**config.mk**
```make
export PLATFORM = sky130hd
export DESIGN_NAME = integer_pixel_upscaler_top
export DESIGN_NICKNAME = d
export VERILOG_FILES = /design/src/rtl/upscl_pkg.sv /design/src/rtl/upscl_ctrl.sv /design/src/rtl/upscl_dp.sv /design/src/rtl/integer_pixel_upscaler_top.sv
export VERILOG_INCLUDE_DIRS = /design/src /design/src/rtl
export SDC_FILE = /design/constraint.sdc
export NUM_CORES = 1
export LEC_CHECK = 0
export ABC_AREA = 1
export BUFFER_PORTS_ARGS = -buffer_cell sky130_fd_sc_hd__buf_2
export CAP_MARGIN = 15
export CORE_MARGIN = 5
export CORE_UTILIZATION = 35
export DETAILED_ROUTE_END_ITERATION = 6
export HOLD_SLACK_MARGIN = 0.12
export PLACE_DENSITY = 0.61
export SYNTH_ARGS = -nofsm -noshare
export SYNTH_HDL_FRONTEND = slang
export SYNTH_SLANG_ARGS = --single-unit
```
**constraint.sdc**
```tcl
create_clock -name clock -period 5.18 [get_ports clock]
set_input_delay 0.259 -clock clock [delete_from_list [all_inputs] [get_ports clock]]
set_output_delay 0.259 -clock clock [all_outputs]
set_load 0.02 [all_outputs]
```
**src/rtl/assert_macros.svh**
```systemverilog
// Assertion macros shared by the upscaler RTL.
// Every macro samples on the rising edge of clock and is disabled while reset is high.
`ifndef ASSERT_MACROS_SVH
`define ASSERT_MACROS_SVH

// Check a condition in the same cycle as its trigger.
`define ASSERT_SAME_CYCLE(label, trigger, expected, msg) \
   label: assert property (@(posedge clock) disable iff (reset) \
      (trigger) |-> (expected)) else $error(msg);

// Check a condition in the cycle after its trigger.
`define ASSERT_NEXT_CYCLE(label, trigger, expected, msg) \
   label: assert property (@(posedge clock) disable iff (reset) \
      (trigger) |=> (expected)) else $error(msg);

`endif

```
**src/rtl/upscl_pkg.sv**
```systemverilog
// Shared types, constants and helpers of the integer pixel upscaler.
// No dependencies; every module of the block imports this package.
package upscl_pkg;

   // Sizes of the interface fields
   localparam int unsigned DEFAULT_MAX_SCALE = 16;
   localparam int unsigned MAX_DIMENSION     = 4096;
   localparam int unsigned COORD_WIDTH       = $clog2(MAX_DIMENSION);
   localparam int unsigned DIM_WIDTH         = 12;
   localparam int unsigned POS_WIDTH         = 5;
   localparam int unsigned CHAN_WIDTH        = 8;
   localparam int unsigned WORD_WIDTH        = 32;
   localparam int unsigned SPAN_LEN_WIDTH    = 5;
   localparam int unsigned CSR_INDEX_WIDTH   = 3;
   localparam int unsigned CSR_DATA_WIDTH    = 12;

   // Register indexes of the configuration port
   localparam logic [CSR_INDEX_WIDTH-1:0] CSR_WINDOW_WIDTH   = 3'd0;
   localparam logic [CSR_INDEX_WIDTH-1:0] CSR_WINDOW_HEIGHT  = 3'd1;
   localparam logic [CSR_INDEX_WIDTH-1:0] CSR_SOURCE_WIDTH   = 3'd2;
   localparam logic [CSR_INDEX_WIDTH-1:0] CSR_SOURCE_HEIGHT  = 3'd3;
   localparam logic [CSR_INDEX_WIDTH-1:0] CSR_RED_POSITION   = 3'd4;
   localparam logic [CSR_INDEX_WIDTH-1:0] CSR_GREEN_POSITION = 3'd5;
   localparam logic [CSR_INDEX_WIDTH-1:0] CSR_BLUE_POSITION  = 3'd6;

   // Register values after reset
   localparam logic [DIM_WIDTH-1:0] RESET_WINDOW_WIDTH   = 12'd640;
   localparam logic [DIM_WIDTH-1:0] RESET_WINDOW_HEIGHT  = 12'd480;
   localparam logic [DIM_WIDTH-1:0] RESET_SOURCE_WIDTH   = 12'd1;
   localparam logic [DIM_WIDTH-1:0] RESET_SOURCE_HEIGHT  = 12'd1;
   localparam logic [POS_WIDTH-1:0] RESET_RED_POSITION   = 5'd16;
   localparam logic [POS_WIDTH-1:0] RESET_GREEN_POSITION = 5'd8;
   localparam logic [POS_WIDTH-1:0] RESET_BLUE_POSITION  = 5'd0;

   // Background level of every channel when alpha is zero
   localparam logic [CHAN_WIDTH-1:0] BG_CHANNEL = 8'h80;

   typedef enum logic [1:0] {
      ST_IDLE,
      ST_SCALE,
      ST_SETUP,
      ST_EMIT
   } state_type;

   // Commands from the controller to the datapath
   typedef struct packed {
      logic load_item;
      logic scale_init;
      logic scale_step;
      logic scale_commit;
      logic setup;
      logic emit;
   } cmd_type;

   // Status from the datapath to the controller
   typedef struct packed {
      logic frame_start;
      logic scale_done;
      logic out_free;
      logic span_last;
   } status_type;

   // Shift one channel byte into place; bits above the word are dropped
   function automatic logic [WORD_WIDTH-1:0] place_byte(
      input logic [CHAN_WIDTH-1:0] value,
      input logic [POS_WIDTH-1:0]  pos
   );
      logic [WORD_WIDTH-1:0] wide;
      wide = {{(WORD_WIDTH-CHAN_WIDTH){1'b0}}, value};
      return wide << pos;
   endfunction

endpackage

```
**src/rtl/upscl_ctrl.sv**
```systemverilog
// Controller of the upscaler: sequences accept, scale search, span setup and span output.
// Depends on upscl_pkg for the state, command and status types.
module upscl_ctrl (
   input  logic                   clock,
   input  logic                   reset,
   input  logic                   req_valid,
   output logic                   req_stall,
   input  upscl_pkg::status_type  status,
   output upscl_pkg::cmd_type     cmd
);
   import upscl_pkg::*;

   state_type state_ff;
   state_type state_in;

   // Hold the state
   always_ff @(posedge clock) begin
      if (reset) begin
         state_ff <= ST_IDLE;
      end else begin
         state_ff <= state_in;
      end
   end

   // Advance the state
   always_comb begin
      state_in = state_ff;
      unique case (state_ff)
         ST_IDLE: begin
            if (req_valid) begin
               state_in = status.frame_start ? ST_SCALE : ST_SETUP;
            end
         end
         ST_SCALE: begin
            if (status.scale_done) begin
               state_in = ST_SETUP;
            end
         end
         ST_SETUP: begin
            state_in = ST_EMIT;
         end
         ST_EMIT: begin
            if (status.out_free && status.span_last) begin
               state_in = ST_IDLE;
            end
         end
         default: begin
            state_in = ST_IDLE;
         end
      endcase
   end

   // Drive commands and the input stall
   always_comb begin
      cmd       = '0;
      req_stall = 1'b1;
      unique case (state_ff)
         ST_IDLE: begin
            req_stall      = 1'b0;
            cmd.load_item  = req_valid;
            cmd.scale_init = req_valid && status.frame_start;
         end
         ST_SCALE: begin
            cmd.scale_step   = !status.scale_done;
            cmd.scale_commit = status.scale_done;
         end
         ST_SETUP: begin
            cmd.setup = 1'b1;
         end
         ST_EMIT: begin
            cmd.emit = status.out_free;
         end
         default: begin
            cmd = '0;
         end
      endcase
   end

endmodule

```
**src/rtl/upscl_dp.sv**
```systemverilog
// Datapath of the upscaler: configuration registers, pixel packing, raster counters,
// iterative scale search, span coordinates and the output register. Uses upscl_pkg.
module upscl_dp #(
   parameter int unsigned MAX_SCALE = upscl_pkg::DEFAULT_MAX_SCALE
) (
   input  logic                                       clock,
   input  logic                                       reset,
   input  logic                                       csr_write,
   input  logic [upscl_pkg::CSR_INDEX_WIDTH-1:0]      csr_index,
   input  logic [upscl_pkg::CSR_DATA_WIDTH-1:0]       csr_data,
   input  logic [upscl_pkg::CHAN_WIDTH-1:0]           req_red,
   input  logic [upscl_pkg::CHAN_WIDTH-1:0]           req_green,
   input  logic [upscl_pkg::CHAN_WIDTH-1:0]           req_blue,
   input  logic [upscl_pkg::CHAN_WIDTH-1:0]           req_alpha,
   input  upscl_pkg::cmd_type                         cmd,
   output upscl_pkg::status_type                      status,
   input  logic                                       rsp_stall,
   output logic                                       rsp_valid,
   output logic [upscl_pkg::COORD_WIDTH-1:0]          rsp_image_row,
   output logic [upscl_pkg::COORD_WIDTH-1:0]          rsp_span_start,
   output logic [upscl_pkg::SPAN_LEN_WIDTH-1:0]       rsp_span_length,
   output logic [upscl_pkg::WORD_WIDTH-1:0]           rsp_pixel_word,
   output logic signed [upscl_pkg::DIM_WIDTH-1:0]     rsp_origin_x,
   output logic signed [upscl_pkg::DIM_WIDTH-1:0]     rsp_origin_y,
   output logic                                       rsp_last
);
   import upscl_pkg::*;

   localparam int unsigned ScaleWidth = $clog2(MAX_SCALE + 1);
   localparam int unsigned AccWidth   = DIM_WIDTH + ScaleWidth;
   localparam logic [ScaleWidth-1:0] ScaleMax = ScaleWidth'(MAX_SCALE);
   localparam logic [ScaleWidth-1:0] ScaleOne = ScaleWidth'(1);

   // Configuration
   logic [DIM_WIDTH-1:0] window_width_ff, window_height_ff;
   logic [DIM_WIDTH-1:0] source_width_ff, source_height_ff;
   logic [POS_WIDTH-1:0] red_position_ff, green_position_ff, blue_position_ff;

   // Item and frame state
   logic [WORD_WIDTH-1:0]       word_ff, word_in;
   logic [DIM_WIDTH-1:0]        column_ff, row_ff;
   logic [ScaleWidth-1:0]       scale_ff;
   logic signed [DIM_WIDTH-1:0] place_x_ff, place_y_ff;

   // Scale search
   logic [ScaleWidth-1:0] iter_scale_ff;
   logic [AccWidth-1:0]   acc_x_ff, acc_y_ff;
   logic [AccWidth:0]     acc_x_in, acc_y_in;
   logic                  step_ok;

   // Span generation
   logic [COORD_WIDTH-1:0]       col_start_ff, row_base_ff;
   logic [ScaleWidth-1:0]        k_ff;
   logic [DIM_WIDTH+ScaleWidth-1:0] col_product, row_product;

   logic [DIM_WIDTH-1:0] source_width_one, source_height_one;
   logic [DIM_WIDTH-1:0] place_x_in, place_y_in;
   logic                 column_wrap, row_wrap;
   logic                 rsp_valid_ff;

   // A zero source dimension acts as one
   assign source_width_one  = (source_width_ff == '0)  ? DIM_WIDTH'(1) : source_width_ff;
   assign source_height_one = (source_height_ff == '0) ? DIM_WIDTH'(1) : source_height_ff;

   // Write configuration registers
   always_ff @(posedge clock) begin
      if (reset) begin
         window_width_ff   <= RESET_WINDOW_WIDTH;
         window_height_ff  <= RESET_WINDOW_HEIGHT;
         source_width_ff   <= RESET_SOURCE_WIDTH;
         source_height_ff  <= RESET_SOURCE_HEIGHT;
         red_position_ff   <= RESET_RED_POSITION;
         green_position_ff <= RESET_GREEN_POSITION;
         blue_position_ff  <= RESET_BLUE_POSITION;
      end else if (csr_write) begin
         unique case (csr_index)
            CSR_WINDOW_WIDTH:   window_width_ff   <= csr_data[DIM_WIDTH-1:0];
            CSR_WINDOW_HEIGHT:  window_height_ff  <= csr_data[DIM_WIDTH-1:0];
            CSR_SOURCE_WIDTH:   source_width_ff   <= csr_data[DIM_WIDTH-1:0];
            CSR_SOURCE_HEIGHT:  source_height_ff  <= csr_data[DIM_WIDTH-1:0];
            CSR_RED_POSITION:   red_position_ff   <= csr_data[POS_WIDTH-1:0];
            CSR_GREEN_POSITION: green_position_ff <= csr_data[POS_WIDTH-1:0];
            CSR_BLUE_POSITION:  blue_position_ff  <= csr_data[POS_WIDTH-1:0];
            default: begin
            end
         endcase
      end
   end

   // Pack the pixel, or the grey background when alpha is zero
   always_comb begin
      if (req_alpha != '0) begin
         word_in = place_byte(req_red, red_position_ff)
                 | place_byte(req_green, green_position_ff)
                 | place_byte(req_blue, blue_position_ff);
      end else begin
         word_in = place_byte(BG_CHANNEL, red_position_ff)
                 | place_byte(BG_CHANNEL, green_position_ff)
                 | place_byte(BG_CHANNEL, blue_position_ff);
      end
   end

   always_ff @(posedge clock) begin
      if (cmd.load_item) begin
         word_ff <= word_in;
      end
   end

   // Scale search: grow the scale, up to MAX_SCALE, while both scaled dimensions fit the window
   assign acc_x_in = {1'b0, acc_x_ff} + (AccWidth+1)'(source_width_one);
   assign acc_y_in = {1'b0, acc_y_ff} + (AccWidth+1)'(source_height_one);
   assign step_ok  = (iter_scale_ff < ScaleMax)
                   && (acc_x_in <= (AccWidth+1)'(window_width_ff))
                   && (acc_y_in <= (AccWidth+1)'(window_height_ff));

   always_ff @(posedge clock) begin
      if (cmd.scale_init) begin
         iter_scale_ff <= ScaleOne;
         acc_x_ff      <= AccWidth'(source_width_one);
         acc_y_ff      <= AccWidth'(source_height_one);
      end else if (cmd.scale_step) begin
         iter_scale_ff <= iter_scale_ff + ScaleOne;
         acc_x_ff      <= acc_x_in[AccWidth-1:0];
         acc_y_ff      <= acc_y_in[AccWidth-1:0];
      end
   end

   // Centre the scaled image; the difference wraps to 12 bits
   assign place_x_in = {1'b0, window_width_ff[DIM_WIDTH-1:1]} - acc_x_ff[DIM_WIDTH:1];
   assign place_y_in = {1'b0, window_height_ff[DIM_WIDTH-1:1]} - acc_y_ff[DIM_WIDTH:1];

   always_ff @(posedge clock) begin
      if (reset) begin
         scale_ff   <= ScaleOne;
         place_x_ff <= '0;
         place_y_ff <= '0;
      end else if (cmd.scale_commit) begin
         scale_ff   <= iter_scale_ff;
         place_x_ff <= place_x_in;
         place_y_ff <= place_y_in;
      end
   end

   // Raster counters wrap against the current source dimensions
   assign column_wrap = ({1'b0, column_ff} + 1'b1) >= {1'b0, source_width_one};
   assign row_wrap    = ({1'b0, row_ff} + 1'b1) >= {1'b0, source_height_one};

   always_ff @(posedge clock) begin
      if (reset) begin
         column_ff <= '0;
         row_ff    <= '0;
      end else if (cmd.setup) begin
         if (column_wrap) begin
            column_ff <= '0;
            row_ff    <= row_wrap ? '0 : row_ff + 1'b1;
         end else begin
            column_ff <= column_ff + 1'b1;
         end
      end
   end

   // Destination coordinates of the first span, wrapping at MAX_DIMENSION
   assign col_product = {{ScaleWidth{1'b0}}, column_ff} * {{DIM_WIDTH{1'b0}}, scale_ff};
   assign row_product = {{ScaleWidth{1'b0}}, row_ff} * {{DIM_WIDTH{1'b0}}, scale_ff};

   always_ff @(posedge clock) begin
      if (cmd.setup) begin
         col_start_ff <= col_product[COORD_WIDTH-1:0];
         row_base_ff  <= row_product[COORD_WIDTH-1:0];
         k_ff         <= '0;
      end else if (cmd.emit) begin
         k_ff <= k_ff + ScaleOne;
      end
   end

   // Output register: load a span when the slot is free, drop it once taken
   always_ff @(posedge clock) begin
      if (reset) begin
         rsp_valid_ff <= 1'b0;
      end else if (cmd.emit) begin
         rsp_valid_ff <= 1'b1;
      end else if (!rsp_stall) begin
         rsp_valid_ff <= 1'b0;
      end
   end

   always_ff @(posedge clock) begin
      if (cmd.emit) begin
         rsp_image_row   <= row_base_ff + COORD_WIDTH'(k_ff);
         rsp_span_start  <= col_start_ff;
         rsp_span_length <= SPAN_LEN_WIDTH'(scale_ff);
         rsp_pixel_word  <= word_ff;
         rsp_origin_x    <= place_x_ff;
         rsp_origin_y    <= place_y_ff;
         rsp_last        <= status.span_last;
      end
   end

   assign rsp_valid = rsp_valid_ff;

   // Status to the controller
   assign status.frame_start = (column_ff == '0) && (row_ff == '0);
   assign status.scale_done  = !step_ok;
   assign status.out_free    = !rsp_valid_ff || !rsp_stall;
   assign status.span_last   = ({1'b0, k_ff} + 1'b1) == {1'b0, scale_ff};

endmodule

```
**src/rtl/integer_pixel_upscaler_top.sv**
```systemverilog
// Integer nearest-neighbour upscaler with centred letterbox placement. Source RGBA pixels
// arrive in raster order, one per req beat; each one leaves as scale rsp beats, one span of
// scale identical pixels per destination row it covers, the final one marked by rsp_last.
// The first pixel of a frame latches the scale (the lesser of the window-to-source ratios,
// clamped to 1..MAX_SCALE) and the centred origin; a window or source size change reaches these at
// the next frame start. An item passes through accept, span setup and one span per destination
// row from the single output register, plus a scale search at a frame start, which tries one
// candidate scale per cycle with an adder and compare pair per axis. rsp stalls stretch the span
// phase; the next pixel is taken while the final span still waits in the output register.
// Depends on upscl_pkg, upscl_ctrl, upscl_dp and assert_macros.svh.
`include "assert_macros.svh"

module integer_pixel_upscaler_top #(
   parameter int unsigned MAX_SCALE = upscl_pkg::DEFAULT_MAX_SCALE
) (
   input  logic                                       clock,
   input  logic                                       reset,
   input  logic                                       csr_write,
   input  logic [upscl_pkg::CSR_INDEX_WIDTH-1:0]      csr_index,
   input  logic [upscl_pkg::CSR_DATA_WIDTH-1:0]       csr_data,
   input  logic                                       req_valid,
   output logic                                       req_stall,
   input  logic [upscl_pkg::CHAN_WIDTH-1:0]           req_red,
   input  logic [upscl_pkg::CHAN_WIDTH-1:0]           req_green,
   input  logic [upscl_pkg::CHAN_WIDTH-1:0]           req_blue,
   input  logic [upscl_pkg::CHAN_WIDTH-1:0]           req_alpha,
   output logic                                       rsp_valid,
   input  logic                                       rsp_stall,
   output logic [upscl_pkg::COORD_WIDTH-1:0]          rsp_image_row,
   output logic [upscl_pkg::COORD_WIDTH-1:0]          rsp_span_start,
   output logic [upscl_pkg::SPAN_LEN_WIDTH-1:0]       rsp_span_length,
   output logic [upscl_pkg::WORD_WIDTH-1:0]           rsp_pixel_word,
   output logic signed [upscl_pkg::DIM_WIDTH-1:0]     rsp_origin_x,
   output logic signed [upscl_pkg::DIM_WIDTH-1:0]     rsp_origin_y,
   output logic                                       rsp_last
);
   import upscl_pkg::*;

   cmd_type    cmd;
   status_type status;

   // Sequence each pixel
   upscl_ctrl u_ctrl (
      .clock     (clock),
      .reset     (reset),
      .req_valid (req_valid),
      .req_stall (req_stall),
      .status    (status),
      .cmd       (cmd)
   );

   // Compute and hold spans
   upscl_dp #(
      .MAX_SCALE (MAX_SCALE)
   ) u_dp (
      .clock           (clock),
      .reset           (reset),
      .csr_write       (csr_write),
      .csr_index       (csr_index),
      .csr_data        (csr_data),
      .req_red         (req_red),
      .req_green       (req_green),
      .req_blue        (req_blue),
      .req_alpha       (req_alpha),
      .cmd             (cmd),
      .status          (status),
      .rsp_stall       (rsp_stall),
      .rsp_valid       (rsp_valid),
      .rsp_image_row   (rsp_image_row),
      .rsp_span_start  (rsp_span_start),
      .rsp_span_length (rsp_span_length),
      .rsp_pixel_word  (rsp_pixel_word),
      .rsp_origin_x    (rsp_origin_x),
      .rsp_origin_y    (rsp_origin_y),
      .rsp_last        (rsp_last)
   );

   // No new pixel while the current one still owes spans
   `ASSERT_SAME_CYCLE(a_no_accept_mid_item, rsp_valid && !rsp_last, req_stall, "pixel accepted mid-item")

   // A taken span that is not the last is followed at once by the next one
   `ASSERT_NEXT_CYCLE(a_spans_back_to_back, rsp_valid && !rsp_stall && !rsp_last, rsp_valid, "gap between spans")

   // Spans of one pixel step down one row and keep their column
   `ASSERT_NEXT_CYCLE(a_span_rows_step, rsp_valid && !rsp_stall && !rsp_last, (rsp_image_row == COORD_WIDTH'($past(rsp_image_row) + 1'b1)) && (rsp_span_start == $past(rsp_span_start)), "span rows out of step")

endmodule

```
==> impl_metrics.toml <==
[critical_path]
critPathMaxFanout = 26
slowest_stage = "fa_1"
worstPathRequired_ns = 5.39
cp_num_buf_inv = 4
critPathKind = "flop to flop"
startpoint_type = "flop"
max_stage_delay_ns = 0.39
rr_worst_depth = 25
endpoint_kind = "flop"
crit_arrival_ns = 4.78
crit_family = "simple AND/OR/NAND/NOR gates"
cp_num_cells = 25
crit_top_cell = "nand2_1"

[clock_tree]
hold_buffers = 17
postCtsSetupBuffers = 0
cts_root_buffer = "clkbuf_16"
cts_buffers = 38
insertion_delay_ns = 0.56
cts_tree = "built"
cts.clk_slew.worst_paths_ns = 0.06
cts_resized = 0
htreeDepth = 2
numClockSinks = 305
cts_buffer_depth = 3

[synth]
postSynthCellCount = 2653
dominantRegCellSynth = "edfxtp_1"
synth_nets = 2894
synth-warning-count = 0
syn_area_per_cell_um2 = 7.79
synthDistinctLibCells = 59
synth_area_leaders = "edfxtp_1 24%, dfxtp_1 13%, nand2_1 11%, ha_1 8.4%, inv_1 6.6%"
yosysTopAreaCell = "edfxtp_1"
synthArstFlopShare_pct = 0
ys_seq_area_share_pct = 37.6
ys_ff_latch = 305
synth_area_um2 = 20700
netlist.area_leader.share_pct = 24.1
synth_edf_count = 166

[timing]
max_freq_mhz = 219
finalCriticalPeriod_ns = 4.57
finalHoldViolations = 0
tns_ns = 0
tightest_slew_ns = 0.908
drv_slew = 0
setup_violations = 0
clock_skew_ns = 0.0170
rsz0062_at_grt = "false"
slew_headroom_pct = 39.4
post-route-period-util_pct = 88.1
holdWs_ns = 0.194

[die]
core_area_um2 = 58800
die_h_um = 253
dieWidth_um = 253
start_util_pct = 35.1
rows = 89
io_pins = 140
dieArea_um2 = 64000

[final_layout]
fin_area_um2 = 23400
drive_above_1_share_pct = 10.2
synthToLayoutAreaGrowth_pct = 13.1
final_nets = 2985

[power_and_ir_drop]
p_leak_uw = 0.0108
total_power_uw = 9770
powerDensity_nw_per_um2 = 418
peakVddDrop_mv = 0.244

[drt]
via_count = 17800
dr.pass1.iters = 6
route.detailed.drc = 0
vias_per_cell = 5.02
drt-initial-drc-count = 1401
drt-total-wl_um = 58200
final_antenna_net_count = 0
wl_per_cell_um = 16.4

[placement]
post-dp-hpwl_um = 43900
gp_congestion = 0.941
io_buffers = 139
dpl_cell_area_um2 = 22000

[min_path]
hp-class = "primary input to flop"
hold_depth = 4

[outcome]
outcome = "finished, final reports clean"

[global_route]
antenna_found_initial = 1
grt_first_pass_wirelength_um = 92800
grt_use_total_pct = 17.9
grt_max_degree = 61
grt_pass1_vias = 16800
grt-ovfl-total = 0

[flow_run]
drv_cap = 0
[cell usage after synthesis (3+ instances only)]
| master | instances |
|---|---|
| a211oi_1 | 3 |
| o21a_1 | 4 |
| clkinv_1 | 7 |
| fa_1 | 51 |
| a31oi_1 | 23 |
| nor2_4 | 3 |
| a21oi_1 | 162 |
| dfxtp_1 | 139 |
| a311oi_1 | 9 |
| o31ai_1 | 5 |
| a21o_1 | 7 |
| and3_1 | 7 |
| o211ai_1 | 11 |
| a221oi_1 | 3 |
| o21ai_0 | 172 |
| o21bai_1 | 6 |
| xnor2_1 | 30 |
| nand4_1 | 42 |
| or2_2 | 5 |
| nand2_2 | 7 |
| inv_2 | 8 |
| buf_4 | 4 |
| nor2_1 | 186 |
| a41oi_1 | 8 |
| edfxtp_1 | 166 |
| nor4_1 | 10 |
| buf_6 | 4 |
| xor2_1 | 75 |
| inv_1 | 365 |
| o22ai_1 | 26 |
| nand2_1 | 596 |
| clkbuf_1 | 102 |
| ha_1 | 138 |
| nand3_2 | 6 |
| a22oi_1 | 3 |
| buf_1 | 8 |
| buf_2 | 10 |
| nand3_1 | 137 |
| nor2_2 | 23 |
| nand3b_1 | 4 |
| nor3_1 | 56 |
[cells by family after synthesis]
| family | count (synthesis) | share of synthesized area, % |
|---|---|---|
| DFF | 305 | 37.6 |
| and+or+nand+nor | 1093 | 22.9 |
| adders and majority gates | 189 | 13.3 |
| AOI/OAI and AO/OA | 452 | 12.3 |
| xor gates and xnor gates | 105 | 4.45 |
| buffers and inverters | 509 | 9.55 |
[worst min-delay path: stages]
cell and delay, ns:
buf_2 0.11, nand2_1 0.11, nor2_1 0.09, o211ai_1 0.14
[per-layer routing]
layer	vias to the layer above	global-route usage [%]	wire [um]
met3	125	3.10	3940
met2	596	28.9	26600
li1	8922	-	-
met5	-	0	0
met1	8152	24.5	25700
met4	0	6.17	1990
[final timing paths]
check	slack, ns	to	startpoint
max reg2reg	0.61	u_dp.acc_y_ff[1]	u_dp.source_width_ff[3]
max	0.61	u_dp.acc_y_ff[1]	u_dp.source_width_ff[3]
min reg2reg	0.41	u_dp.rsp_pixel_word[4]	u_dp.word_ff[4]
min	0.19	u_dp.green_position_ff[3]	csr_index[2]
[registers in the layout, indices dropped and copies added, names as in the netlist, 17 cells and up]
name / count
u_dp.rsp_pixel_word: 32
u_dp.acc_y_ff: 17
u_dp.acc_x_ff: 17
u_dp.word_ff: 32
[final cells by class]
class	count	area, um2
Fill cell	6131	35400
Multi-Input combinational cell	1839	10900
Sequential cell	305	7770
Inverter	381	1440
Clock buffer	53	1090
Timing Repair Buffer	179	1040
Tap cell	773	967
Clock inverter	16	154
Antenna cell	1	2.50
[power breakdown]
| group | internal [uW] | total (uW) | switching [uW] |
|---|---|---|---|
| sequential | 3220 | 3640 | 425 |
| clock | 1540 | 2610 | 1070 |
| combinational | 1220 | 3510 | 2290 |
| total | 5980 | 9770 | 3790 |
[per-stage QoR]
| step | instances | setup WS (ns) | utilization (%) |
|---|---|---|---|
| after floorplan | 2653 | 1.06 | - |
| after global placement | 3460 | 0.732 | 37.4 |
| after detailed placement | 3460 | 0.663 | 37.4 |
| after CTS | 3546 | 0.639 | 39.8 |
| after global routing | 3546 | 0.243 | 39.8 |
| final | 3547 | 0.615 | 39.8 |
[placed cells by master, fill, tap and decap left out, types with 5 or more instances in the layout]
cell type,n
clkinv_2,5
nand4_1,42
o211ai_1,11
nand3_2,6
nand2_2,7
inv_1,364
o22ai_1,26
ha_1,138
nor3_1,56
clkinv_1,8
clkbuf_1,9
xnor2_1,30
a21o_1,7
o21bai_1,6
a41oi_1,8
fa_1,51
buf_2,139
nor4_1,10
or2_2,5
and3_1,7
clkbuf_16,40
nor2_1,186
buf_4,23
a311oi_1,9
inv_2,9
dfxtp_1,139
a21oi_1,162
o21ai_0,172
nor2_2,23
nand3_1,137
o31ai_1,5
xor2_1,75
a31oi_1,23
dlygate4sd3_1,17
nand2_1,596
edfxtp_1,166
(Power assumes the default switching activity.)
